===== src/design/bals_pkg.sv =====
// shared types and constants of the battery average and led status unit
package bals_pkg;

    localparam int SAMPLE_W   = 12;
    localparam int THR_W      = 12;
    localparam int PERIOD_W   = 16;
    localparam int CFG_DATA_W = 16;
    localparam int DATA_W     = 16;
    localparam int PHASE_W    = 7;
    localparam int TENTH_W    = 4;
    localparam int BURST_W    = 3;

    localparam logic [PHASE_W-1:0] PHASE_LAST = 7'd99;
    localparam logic [PHASE_W-1:0] PHASE_HALF = 7'd50;
    localparam logic [TENTH_W-1:0] TENTH_LAST = 4'd9;
    localparam logic [BURST_W-1:0] BURST_LEN  = 3'd4;

    localparam logic [PERIOD_W-1:0] PERIOD_RESET    = 16'd10;
    localparam logic [THR_W-1:0]    THRESHOLD_RESET = 12'd2000;

    // configuration register indexes
    localparam logic CFG_PROBE_PERIOD  = 1'b0;
    localparam logic CFG_LOW_THRESHOLD = 1'b1;

    // link state codes
    localparam logic [1:0] LINK_CONNECTING = 2'd0;
    localparam logic [1:0] LINK_BOOT       = 2'd1;
    localparam logic [1:0] LINK_CONNECTED  = 2'd2;
    localparam logic [1:0] LINK_LOST       = 2'd3;

    typedef enum logic [1:0] {
        MODE_LOW_BATT  = 2'd0,
        MODE_NOT_CONN  = 2'd1,
        MODE_CONNECTED = 2'd2,
        MODE_BOOT      = 2'd3
    } led_mode_t;

    typedef enum logic [2:0] {
        ST_IDLE,
        ST_READ,
        ST_SUB,
        ST_ADD,
        ST_DIV,
        ST_LED
    } bals_state_t;

    typedef enum logic [1:0] {
        ALU_EVICT,
        ALU_SAMPLE,
        ALU_DIV
    } alu_op_t;

endpackage


===== src/design/battery_average_led_status_unit.sv =====
// battery sample window average, low battery test and status led sequencer
//
//  channel   ports          word layout (lsb first)
//  input     s_t*           battery_sample[11:0], link_state[13:12], zero pad
//  result    m_t*           led_level[0], led_mode[2:1], battery_average[14:3], zero
//  config    cfg_*          index 0 probe_period, index 1 low_threshold
//
//  a tick that takes no probe goes from IDLE straight to LED and back to IDLE
//  a probe tick steps through READ, SUB, ADD, DIV and LED; DIV is the
//  restoring divide that runs one quotient bit per cycle on the shared adder
//  aresetn is synchronous active low and clears all control state at once
//  one result register parts the sides: a new word is taken while a result
//  waits, and the sequencer waits in its last step only when that register is full
module battery_average_led_status_unit
    import bals_pkg::*;
#(
    parameter int WINDOW = 16
) (
    input  logic                  aclk,
    input  logic                  aresetn,
    input  logic                  s_tvalid,
    output logic                  s_tready,
    input  logic [DATA_W-1:0]     s_tdata,    // battery_sample[11:0], link_state[13:12]
    output logic                  m_tvalid,
    input  logic                  m_tready,
    output logic [DATA_W-1:0]     m_tdata,    // led_level[0], led_mode[2:1], average[14:3]
    input  logic                  cfg_we,
    input  logic                  cfg_index,
    input  logic [CFG_DATA_W-1:0] cfg_wdata
);

    localparam int SLOT_W = (WINDOW > 1) ? $clog2(WINDOW) : 1;
    localparam int CNT_W  = $clog2(WINDOW + 1);
    localparam int SUM_W  = SAMPLE_W + $clog2(WINDOW);
    localparam int STEP_W = $clog2(SUM_W);

    bals_state_t state_reg, state_next;

    logic [PERIOD_W-1:0] period_reg;
    logic [THR_W-1:0]    thr_reg;
    logic [PHASE_W-1:0]  phase_reg;
    logic [TENTH_W-1:0]  tenth_reg;
    logic [PERIOD_W-1:0] probe_cnt_reg;
    logic [SLOT_W-1:0]   slot_reg;
    logic [CNT_W-1:0]    fill_cnt_reg;
    logic [SUM_W-1:0]    sum_reg;
    logic [SAMPLE_W-1:0] avg_reg;
    logic                burst_active_reg;
    logic [BURST_W-1:0]  burst_tog_reg;
    logic                led_reg;

    logic [SAMPLE_W-1:0] sample_reg;
    logic [1:0]          link_reg;
    logic [SAMPLE_W-1:0] evict_reg;
    logic                evict_valid_reg;
    logic [SUM_W-1:0]    quo_reg;
    logic [CNT_W-1:0]    rem_reg;
    logic [STEP_W-1:0]   step_reg;

    logic                out_valid_reg;
    logic                out_level_reg;
    led_mode_t           out_mode_reg;
    logic [SAMPLE_W-1:0] out_avg_reg;

    logic [SAMPLE_W-1:0] win_mem [WINDOW];

    // sequencer outputs
    logic    in_ready;
    logic    mem_en;
    alu_op_t alu_op;

    // shared add / subtract unit
    logic [SUM_W:0] alu_a, alu_b, alu_y;
    logic           alu_sub;

    logic [PERIOD_W:0] probe_inc;
    logic              probe_hit;
    logic              in_take;
    logic              out_free;

    logic [CNT_W:0]    div_shift;
    logic              div_fit;
    logic [SUM_W-1:0]  quo_step;
    logic [CNT_W-1:0]  rem_step;

    led_mode_t          mode;
    logic               tick10, tick50;
    logic [BURST_W-1:0] tog_inc;
    logic               led_next;
    logic               burst_active_next;
    logic [BURST_W-1:0] burst_tog_next;

    assign in_take  = s_tvalid && in_ready;
    assign out_free = !out_valid_reg || m_tready;

    assign probe_inc = {1'b0, probe_cnt_reg} + {{PERIOD_W{1'b0}}, 1'b1};
    assign probe_hit = probe_inc >= {1'b0, period_reg};

    // next state
    always_comb begin
        state_next = state_reg;
        unique case (state_reg)
            ST_IDLE: begin
                if (s_tvalid) begin
                    state_next = probe_hit ? ST_READ : ST_LED;
                end
            end
            ST_READ: state_next = ST_SUB;
            ST_SUB:  state_next = ST_ADD;
            ST_ADD:  state_next = ST_DIV;
            ST_DIV: begin
                if (step_reg == STEP_W'(SUM_W - 1)) begin
                    state_next = ST_LED;
                end
            end
            ST_LED: begin
                if (out_free) begin
                    state_next = ST_IDLE;
                end
            end
            default: state_next = ST_IDLE;
        endcase
    end

    // sequencer outputs
    always_comb begin
        in_ready = 1'b0;
        mem_en   = 1'b0;
        alu_op   = ALU_DIV;
        unique case (state_reg)
            ST_IDLE: in_ready = 1'b1;
            ST_READ: mem_en = 1'b1;
            ST_SUB:  alu_op = ALU_EVICT;
            ST_ADD:  alu_op = ALU_SAMPLE;
            ST_DIV:  alu_op = ALU_DIV;
            ST_LED:  alu_op = ALU_DIV;
            default: in_ready = 1'b0;
        endcase
    end

    assign div_shift = {rem_reg, quo_reg[SUM_W-1]};

    always_comb begin
        alu_a   = {1'b0, sum_reg};
        alu_b   = '0;
        alu_sub = 1'b1;
        unique case (alu_op)
            ALU_EVICT: begin
                alu_b = evict_valid_reg ? (SUM_W+1)'(evict_reg) : '0;
            end
            ALU_SAMPLE: begin
                alu_b   = (SUM_W+1)'(sample_reg);
                alu_sub = 1'b0;
            end
            ALU_DIV: begin
                alu_a = (SUM_W+1)'(div_shift);
                alu_b = (SUM_W+1)'(fill_cnt_reg);
            end
            default: alu_b = '0;
        endcase
        alu_y = alu_sub ? (alu_a - alu_b) : (alu_a + alu_b);
    end

    // one restoring divide step: no borrow means the divisor fits
    assign div_fit  = !alu_y[SUM_W];
    assign quo_step = {quo_reg[SUM_W-2:0], div_fit};
    assign rem_step = div_fit ? alu_y[CNT_W-1:0] : div_shift[CNT_W-1:0];

    // led mode and drive for this tick
    assign tick10  = (tenth_reg == '0);
    assign tick50  = (phase_reg == '0) || (phase_reg == PHASE_HALF);
    assign tog_inc = burst_tog_reg + BURST_W'(1);

    always_comb begin
        if (avg_reg < thr_reg) begin
            mode = MODE_LOW_BATT;
        end else begin
            unique case (link_reg) inside
                LINK_BOOT:                  mode = MODE_BOOT;
                LINK_CONNECTED:             mode = MODE_CONNECTED;
                LINK_CONNECTING, LINK_LOST: mode = MODE_NOT_CONN;
                default:                    mode = MODE_NOT_CONN;
            endcase
        end
    end

    always_comb begin
        led_next          = led_reg;
        burst_active_next = burst_active_reg;
        burst_tog_next    = burst_tog_reg;
        unique case (mode)
            MODE_LOW_BATT: begin
                if (tick10) begin
                    led_next = !led_reg;
                end
            end
            MODE_NOT_CONN: begin
                if (tick50) begin
                    led_next = !led_reg;
                end
            end
            MODE_CONNECTED: led_next = 1'b0;
            MODE_BOOT: begin
                if (burst_active_reg) begin
                    if (tick10) begin
                        led_next       = !led_reg;
                        burst_tog_next = tog_inc;
                    end
                    if (burst_tog_next >= BURST_LEN) begin
                        burst_active_next = 1'b0;
                        burst_tog_next    = '0;
                    end
                end else begin
                    led_next = 1'b0;
                    if (phase_reg == '0) begin
                        burst_active_next = 1'b1;
                    end
                end
            end
            default: led_next = led_reg;
        endcase
    end

    // sample ring: the evicted entry is read as the new one is written
    always_ff @(posedge aclk) begin
        if (mem_en) begin
            evict_reg         <= win_mem[slot_reg];
            win_mem[slot_reg] <= sample_reg;
        end
    end

    // control state
    always_ff @(posedge aclk) begin
        if (!aresetn) begin
            state_reg        <= ST_IDLE;
            period_reg       <= PERIOD_RESET;
            thr_reg          <= THRESHOLD_RESET;
            phase_reg        <= '0;
            tenth_reg        <= '0;
            probe_cnt_reg    <= '0;
            slot_reg         <= '0;
            fill_cnt_reg     <= '0;
            sum_reg          <= '0;
            avg_reg          <= '0;
            burst_active_reg <= 1'b0;
            burst_tog_reg    <= '0;
            led_reg          <= 1'b0;
            out_valid_reg    <= 1'b0;
        end else begin
            state_reg <= state_next;

            if (cfg_we) begin
                unique case (cfg_index)
                    CFG_PROBE_PERIOD:  period_reg <= cfg_wdata[PERIOD_W-1:0];
                    CFG_LOW_THRESHOLD: thr_reg    <= cfg_wdata[THR_W-1:0];
                    default:           thr_reg    <= thr_reg;
                endcase
            end

            if (in_take) begin
                phase_reg     <= (phase_reg == PHASE_LAST) ? '0 : phase_reg + PHASE_W'(1);
                tenth_reg     <= (tenth_reg == TENTH_LAST) ? '0 : tenth_reg + TENTH_W'(1);
                probe_cnt_reg <= probe_hit ? '0 : probe_inc[PERIOD_W-1:0];
            end

            if (state_reg == ST_READ) begin
                slot_reg <= (slot_reg == SLOT_W'(WINDOW - 1)) ? '0 : slot_reg + SLOT_W'(1);
                if (fill_cnt_reg != CNT_W'(WINDOW)) begin
                    fill_cnt_reg <= fill_cnt_reg + CNT_W'(1);
                end
            end

            if (state_reg == ST_SUB || state_reg == ST_ADD) begin
                sum_reg <= alu_y[SUM_W-1:0];
            end

            if (state_reg == ST_DIV && step_reg == STEP_W'(SUM_W - 1)) begin
                avg_reg <= quo_step[SAMPLE_W-1:0];
            end

            if (state_reg == ST_LED && out_free) begin
                led_reg          <= led_next;
                burst_active_reg <= burst_active_next;
                burst_tog_reg    <= burst_tog_next;
                out_valid_reg    <= 1'b1;
            end else if (m_tready) begin
                out_valid_reg <= 1'b0;
            end
        end
    end

    // payload and datapath work registers
    always_ff @(posedge aclk) begin
        if (in_take) begin
            sample_reg <= s_tdata[SAMPLE_W-1:0];
            link_reg   <= s_tdata[SAMPLE_W+1:SAMPLE_W];
        end
        if (state_reg == ST_READ) begin
            evict_valid_reg <= (fill_cnt_reg == CNT_W'(WINDOW));
        end
        if (state_reg == ST_ADD) begin
            quo_reg  <= alu_y[SUM_W-1:0];
            rem_reg  <= '0;
            step_reg <= '0;
        end
        if (state_reg == ST_DIV) begin
            quo_reg  <= quo_step;
            rem_reg  <= rem_step;
            step_reg <= step_reg + STEP_W'(1);
        end
        if (state_reg == ST_LED && out_free) begin
            out_level_reg <= led_next;
            out_mode_reg  <= mode;
            out_avg_reg   <= avg_reg;
        end
    end

    assign s_tready = in_ready;
    assign m_tvalid = out_valid_reg;
    assign m_tdata  = {{(DATA_W - SAMPLE_W - 3){1'b0}}, out_avg_reg, out_mode_reg, out_level_reg};

endmodule


===== config.mk =====
export PLATFORM = sky130hd
export DESIGN_NAME = battery_average_led_status_unit
export DESIGN_NICKNAME = d
export VERILOG_FILES = /design/src/design/bals_pkg.sv /design/src/design/battery_average_led_status_unit.sv
export SDC_FILE = /design/constraint.sdc
export NUM_CORES = 1
export LEC_CHECK = 0
export ABC_CLOCK_PERIOD_IN_PS = 5400
export BUFFER_PORTS_ARGS = -buffer_cell sky130_fd_sc_hd__buf_2
export CAP_MARGIN = 20
export CORE_AREA = 4 4 178 180
export DETAILED_ROUTE_END_ITERATION = 16
export DIE_AREA = 0 0 182 184
export PLACE_DENSITY = 0.71
export SLEW_MARGIN = 20
export SYNTH_ARGS = -nofsm -noshare
export SYNTH_HDL_FRONTEND = slang
export SYNTH_SLANG_ARGS = --single-unit

===== constraint.sdc =====
create_clock -name aclk -period 5.4 [get_ports aclk]
set_input_delay 0.54 -clock aclk [delete_from_list [all_inputs] [get_ports aclk]]
set_output_delay 0.54 -clock aclk [all_outputs]
set_load 0.05 [all_outputs]

==> results.md, run 1 <==
- The number of flip-flops under the largest register name is 192.
- The routed design uses between 2000 and 2500 um of met3 wire.
- TritonCTS built the clock tree.
- For this run the aggregate overflow at the end of global routing stands at 0.
- At the end of the flow, the number of nets in the layout was 1,464.
- The flip-flop and latch area is about 10000 um2.
- The via count of the first global-routing pass is 10,100.
- STA classifies the critical path startpoint as a flip-flop.
- The cell type of the slowest stage on the worst timing path is sky130_fd_sc_hd__dfxtp_1.
- The wire length reported by the detailed router is approximately 36,000 um.
- The number of hold-slack violations in the final timing report is 0.
- The worst hold-check path type is in2reg.
- The synthesized instance count is 1,319.
- The met1 layer wirelength in the final routing is approximately 15,000 um.
- The top register by number of flip-flops is win_mem.
- The clock passes through at most 3 buffers.
- The highest cell delay on the worst timing path is 0.57 ns.
- The share of the Yosys chip area taken by registers is between 50% and 60%.
- Entering global routing, the biggest net connects 54 pins.
- The detail-routed via count per cell is ~5.8.
- In this run the remaining antenna-violating nets after routing total 0.
- The setup path with the least slack is of type reg2reg.
- Setup violations remaining at the end of the flow were counted as 0.
- The worst clock skew on the final layout is between 0.01 and 0.015 ns.
- In this run the cell area of the synthesized design comes to 16,400 um2.
- Hold is met by 0.186 ns.
- Clock-pin slew was measured on the worst setup and hold paths at 0.06 ns.
- The number of H-tree levels is 2.
- Synthesis instantiated 74 different standard cells from the library.
- The fraction of layout cells with a size suffix above 1 is between 10% and 20%.
- Dividing the final minimum period by the clock period gives 87.1%.
- The clock buffer count from CTS is 37.
- The worst setup path is captured at a flip-flop.
- The number of storage elements in the synthesis netlist is 360.
- The number of max-cap violations is 0.
- The async set-reset flop share out of synthesis is 0%.
- The congestion estimate from routability-driven global placement came to between 0.8 and 0.9.
- Leaving out fill and tap cells, the most frequent cells in the layout are sky130_fd_sc_hd__edfxtp_1, sky130_fd_sc_hd__nand2_1, sky130_fd_sc_hd__dfxtp_1.
- The cell sitting at the root of the clock tree is a sky130_fd_sc_hd__clkbuf_16.
- A synthesized cell averages between 10 and 15 um2.
- The most instantiated flip-flop cell in the synthesis netlist is sky130_fd_sc_hd__edfxtp_1.
- At the worst endpoint, the arrival time is around 5 ns.
- The number of hold buffers added after CTS was 0.
- The floorplan has between 60 and 70 rows.
- For the pin with the worst max-slew slack, the measured transition is ~1.2 ns.
- Ranked by total cell area, the synthesized netlist is headed by sky130_fd_sc_hd__edfxtp_1, sky130_fd_sc_hd__dfxtp_1, sky130_fd_sc_hd__mux4_2.
- The most common cell after layout, fill and taps aside is sky130_fd_sc_hd__edfxtp_1.
- For this configuration, the core starts out at a cell density of between 50 and 60%.
- In the global route stage, overall resource usage came out at 21.3%.
- The worst vdd rail ir drop is about 0.31 mV.
- After filler insertion, the fill cell instance count of the layout stands at 2,346.
- In the routed design, unresolved DRC markers number 0.
- Walking the worst path, the cells encountered are buf_4 -> a22oi_1 -> a21o_1 -> ha_1 -> o211ai_1 -> o31ai_1 -> or3_1 -> a21oi_1 -> a21oi_1 -> ha_1 -> a21o_1 -> a21o_1 -> a2111oi_4 -> nor3_1 -> or4_1 -> a31o_1.
- The maximum fanout along the worst path is 27.
- Post-CTS repair changed the size of 0 cells.
- The post-CTS setup buffer count is 0.
- The area added between synthesis and finish is 11.5%.
- The worst slew slack as a fraction of its limit is between 20% and 30%.
- The number of enable flip-flop cells after synthesis is 259.
- The number of DRC violations after detailed-routing iteration 0 is 797.
- The die covers between 30,000 and 40,000 um2.
- Setup repair after global routing left no endpoint under its margin.
- The number of antenna violations at the first check in global routing came to 0.
- The repair_antennas step left the layout with diodes totalling 0.
- Dividing the detail-routed wire length by the instance count gives 20.0 um.
- The floorplan step defined a core boundary enclosing around 30,000 um2.
- Dividing total power by cell area gives a power density of 369 nW/um2.
- The number of synthesis warnings is 0.
- The horizontal extent of the die is ~180 um.
- The number of nets in the synthesized netlist is 1,416.
- 56 I/O pins were placed.
- The later-pin clock latency in the skew report is roughly 0.53 ns.
- Detailed routing placed a total of ~17,000 um of wire on met2.
- The wire-length estimate of the detail-placed layout is 23,500 um.
- Buffers placed on the I/O ports in this run total 52.
- The final count of pins violating max slew came to 0.
- The highest layer used for signal routing is met4.
- The clock period could shrink to between 4 and 5 ns.
- Summed over all failing endpoints, the final setup total negative slack is 0 ns.
- The first TritonRoute pass finished after 5 iterations.
- Data on the critical path is required at its endpoint by roughly 5.7 ns.
- Timing would allow up to ~0.21 GHz.
- Summing over every cut layer, the via total after detailed routing is 10,500.
- CTS saw 360 sinks.
- The first-pass GRT wire length is about 56,000 um.
- The largest area contributor in the synthesized netlist is sky130_fd_sc_hd__edfxtp_1.
- The share of the synthesized area in the top cell type is roughly 47%.
- The cell with the most instances on the worst path is sky130_fd_sc_hd__a21o_1.
- The reported leakage power is around 0.0065 uW.
- The area used by multi-input combinational logic is about 6100 um2.
- The vertical extent of the die is roughly 180 um.
- The flow ran to the end, and the final reports show no timing, DRC or antenna violations.
## where the power goes
| group | total [uW] | internal (uW) | switching, uW |
|---|---|---|---|
| Clock | 2480 | 1450 | 1030 |
| Combinational | 1020 | 416 | 602 |
| Sequential | 3240 | 3120 | 119 |
| Total | 6740 | 4990 | 1750 |
## area by class of cell
type	instances	share of cell area (%)
repair buffers	78	2.60
multi-input cells	842	33.6
inverters	48	0.987
flip-flops and latches	360	53.7
clock inverters	14	0.904
well taps	396	2.71
clock buffers	51	5.47
## through the flow
step	worst slack, ns	utilization (%)	power (uW)	cells	area, um2
final	0.694	60.5	6740	1789	18300
after global routing	0.336	60.5	7030	1789	18300
after CTS	0.706	60.4	6780	1788	18200
after detailed placement	0.735	56.5	4310	1723	17100
after global placement	0.801	56.5	4280	1723	17100
after floorplan	0.976	-	4040	1319	16400
## logic make-up after synthesis
| family | share of synthesized area [%] |
|---|---|
| adders and majority gates | 4.55 |
| DFF | 59.8 |
| xor gates and xnor gates | 2.52 |
| AOI/OAI and AO/OA | 9.08 |
| and+or+nand+nor | 12.2 |
| buffers and inverters | 2.94 |
| muxes | 8.87 |
| other | 0.0229 |
## worst paths after layout
path / slack, ns / startpoint / to / cells past startpoint
hold / removal: 0.19 / s_tdata[10] / sample_reg[10]$_DFFE_PP_ / 1
setup reg to reg: 0.69 / state_reg[0]$_SDFFE_PN0P_ / quo_reg[15]$_DFFE_PP_ / 16
setup / recovery: 0.69 / state_reg[0]$_SDFFE_PN0P_ / quo_reg[15]$_DFFE_PP_ / 16
hold reg to reg: 0.45 / sum_reg[10]$_SDFFE_PN0N_ / sum_reg[10]$_SDFFE_PN0N_ / 2
## critical path: cells and delay by family (launching register included)
kind | cells | cell delay (ns)
buf+inv | 1 | 0.35
fa+ha+maj | 2 | 0.58
simple gates | 3 | 1.01
flops | 1 | 0.57
compound gates | 10 | 1.93
## metal layers
| metal | track usage [%] | vias up |
|---|---|---|
| li1 | - | 4952 |
| met1 | 29.9 | 5147 |
| met2 | 35.4 | 298 |
| met3 | 3.21 | 53 |
| met4 | 5.28 | 0 |
| met5 | 0 | - |
## synthesized netlist by cell type (all sizes together) (15+ instances only)
library cell and count:
edfxtp 259, nand2 214, dfxtp 101, a21oi 98
nor2 75, mux4 60, ha 58, inv 48
clkbuf 47, o21ai 46, nand3 29, xnor2 27
buf 22, xor2 18, and2 17, nor3 17
and3 15
Note: power is estimated with default switching activity, not from simulation.
==> inputs of run 2 (changes only) <==
--- a/config.mk
+++ b/config.mk
@@ -8,10 +8,12 @@
 export ABC_CLOCK_PERIOD_IN_PS = 5400
 export BUFFER_PORTS_ARGS = -buffer_cell sky130_fd_sc_hd__buf_2
 export CAP_MARGIN = 20
-export CORE_AREA = 4 4 178 180
+export CELL_PAD_IN_SITES_DETAIL_PLACEMENT = 0
+export CELL_PAD_IN_SITES_GLOBAL_PLACEMENT = 1
+export CORE_AREA = 4 4 185 187
 export DETAILED_ROUTE_END_ITERATION = 16
-export DIE_AREA = 0 0 182 184
-export PLACE_DENSITY = 0.71
+export DIE_AREA = 0 0 189 191
+export PLACE_DENSITY_LB_ADDON = 0.1
 export SLEW_MARGIN = 20
 export SYNTH_ARGS = -nofsm -noshare
 export SYNTH_HDL_FRONTEND = slang
==> run 2 against run 1 <==
Clock-buffer cell count shrank 3. Cell count increased by 3.0%. Via count is 1.9% lower. Largest power group unchanged.
==> results.md, run 2 (same netlist as run 1, synthesis figures left out) <==
- The final antenna diode count is 0.
- The number of hold-slack violations in the final timing report was 0.
- The die is 191 um tall.
- For this run, the post-layout net count is 1,466.
- The worst setup path is of the reg2reg kind.
- The top register by number of flip-flops is win_mem.
- The average wire length per cell after detail routing is between 20 and 25 um.
- Cells fill a little under three fifths of the core in the end.
- For the pin with the worst max-slew slack, the measured transition is approximately 1.0 ns.
- The later-pin clock latency in the skew report is ~0.54 ns.
- TritonCTS built the clock tree.
- For this design the total switching power over the nets is approximately 1800 uW.
- The internal power of the cells totals just over 5000 uW.
- Across the routed clock network, the largest skew measured is 0.0242 ns.
- Global routing finished with a remaining overflow of 0.
- In the final timing run, aggregate negative setup slack is 0 ns.
- Combinational cells account for between 10 and 15% of the total power.
- Cells with a size suffix above 1 make up about 17% of the layout.
- The final route contains 10,200 vias.
- For this design the ratio of total power to cell area is ~380 nW/um2.
- The pin count of the biggest net entering global routing is 54.
- The area added between synthesis and finish is 12.8%.
- Measured against its own limit, the worst slew margin works out to 32.2%.
- The required time of the critical path is approximately 5.7 ns.
- In this run the remaining antenna-violating nets after routing total 0.
- The final critical-path setup slack is about 0.75 ns.
- Global routing used 20.6% of the available tracks across all layers.
- The maximum fanout along the worst path is 11.
- The path class of the tightest hold or removal check is in2reg.
- Setup repair after global routing left no endpoint under its margin.
- Based on the critical path, the design can be clocked at up to roughly 0.22 GHz.
- The via count of the first global-routing pass is between 10,000 and 15,000.
- In this run, post-CTS repair resized a total of 0 instances.
- The routed design has around 37,000 um of wire.
- The I/O pin count is 56.
- The number of buffers on the longest clock path is 3.
- The first TritonRoute pass finished after 5 iterations.
- Across the VDD grid, the largest voltage drop is 0.302 mV.
- The die covers about 36,000 um2.
- Of the total power, registers draw 46.7%.
- The H-tree was split into 2 levels.
- The sum of net half-perimeters after detailed placement is approximately 24,000 um.
- In the layout the commonest cells are sky130_fd_sc_hd__edfxtp_1, sky130_fd_sc_hd__nand2_1, sky130_fd_sc_hd__dfxtp_1.
- The reported leakage power is 0.00655 uW.
- Buffers inserted to repair hold after CTS numbered 0.
- The cell sitting at the root of the clock tree is a sky130_fd_sc_hd__clkbuf_16.
- The CTS clock-pin slew for the worst setup and hold paths is ~0.06 ns.
- STA classifies the critical path startpoint as a flip-flop.
- The detail-routed via count per cell is ~5.6.
- From left edge to right edge, the die measures between 150 and 200 um.
- The number of placed cells counting well taps is between 1,500 and 2,000.
- The clock power share is approximately two fifths.
- For this run, design rule violations remaining after detail routing come to 0.
- The worst-case setup slack after placement is between 0.7 and 0.8 ns.
- The initial utilization of the core area, before any placement, comes to 50.5%.
- Counting every sink on the clock net gives 360.
- The clock period minus final worst setup slack is roughly 4.6 ns.
- The total power consumption of the routed design is between 6000 and 7000 uW.
- The most common cell after layout, fill and taps aside is sky130_fd_sc_hd__edfxtp_1.
- The final instance count without filler cells is 1,842.
- The post-CTS setup buffer count is 0.
- The number of antenna violations at the first check in global routing is 0.
- The final count of pins violating max slew is 0.
- During placement, the flow inserted port buffers numbering 52.
- The congestion estimate from routability-driven global placement came to about 0.82.
- In the finished design, the share of the clock period the worst path needs comes to between 80% and 90%.
- The data arrival time of the critical path is about 4.9 ns.
- The core box area is approximately 32,000 um2.
- The count of final setup violators is 0.
- The register with the most flip-flops in the layout has roughly 190 of them.
- STA classifies the critical path endpoint as a flip-flop.
- The run finished with clean final reports.
- The fraction of power spent switching nets is approximately a quarter.
- The first-pass GRT wire length is 57,900 um.
- The tool flagged a number of max-cap violations equal to 0.
- In this run the core area contains 66 standard-cell rows.
- Counting the buffers created by CTS gives 39.
- The number of DRC violations after detailed-routing iteration 0 is approximately 600.
==> run 2: changes by cell type in the layout (fill, tap and decap cells not counted), sizes merged <==
| cell | delta |
|---|---|
| bufinv | +1 |
| clkbuf | -3 |
| clkinv | +6 |
| clkinvlp | +3 |
==> run 2: cell type report <==
type                            count  area [um2]
Fill cell                        2709       14000
Tap cell                          442         553
Inverter                           48         180
Timing Repair Buffer               78         468
Clock buffer                       48        1040
Clock inverter                     24         270
Multi-Input combinational cell    842        6150
Sequential cell                   360        9800
==> run 2: path summary, 6_finish.rpt <==
path,to,depth (start not counted),startpoint,slack [ns]
worst max-delay path,quo_reg[15]$_DFFE_PP_,16,evict_valid_reg$_DFFE_PP_,0.75
worst min-delay path,sample_reg[5]$_DFFE_PP_,1,s_tdata[5],0.18
worst max register to register,quo_reg[15]$_DFFE_PP_,16,evict_valid_reg$_DFFE_PP_,0.75
worst min register to register,sum_reg[3]$_SDFFE_PN0N_,2,sum_reg[3]$_SDFFE_PN0N_,0.45
==> run 2: critical path: stages, from the launching register on <==
cell	delay, ns
sky130_fd_sc_hd__edfxtp_1	0.50
sky130_fd_sc_hd__nor2b_4	0.22
sky130_fd_sc_hd__a221o_1	0.38
sky130_fd_sc_hd__o21ai_0	0.12
sky130_fd_sc_hd__ha_1	0.26
sky130_fd_sc_hd__o211ai_1	0.16
sky130_fd_sc_hd__o31ai_1	0.39
sky130_fd_sc_hd__or3_1	0.16
sky130_fd_sc_hd__a21oi_1	0.05
sky130_fd_sc_hd__a21oi_1	0.15
sky130_fd_sc_hd__ha_1	0.30
sky130_fd_sc_hd__a21o_1	0.19
sky130_fd_sc_hd__a21o_1	0.21
sky130_fd_sc_hd__a2111oi_4	0.38
sky130_fd_sc_hd__nor3_1	0.12
sky130_fd_sc_hd__or4_1	0.55
sky130_fd_sc_hd__a31o_1	0.24
==> run 2: metal layers <==
layer	part of all wire [%]	vias up	GRT usage, %
met5	0	-	0
met4	2.5	0	5.55
met3	4.0	56	2.65
met2	50	213	35.5
met1	44	5010	27.7
li1	-	4970	-
==> run 2: power by group through the flow <==
stage	sequential (uW)	combinational [uW]	clock (uW)
6_report	3240	1030	2670
4_1_cts	3260	1020	2730
3_3_place_gp	3310	1010	0
3_5_place_dp	3320	1010	0
5_1_grt	3260	1150	2860
2_1_floorplan	3250	789	0
==> run 2: per-stage QoR <==
stage | instance area [um2] | hold WS [ns]
2_1_floorplan | 16400 | 0.416
6_report | 18500 | 0.175
3_5_place_dp | 17100 | 0.444
4_1_cts | 18400 | 0.154
3_3_place_gp | 17100 | 0.439
5_1_grt | 18500 | 0.154
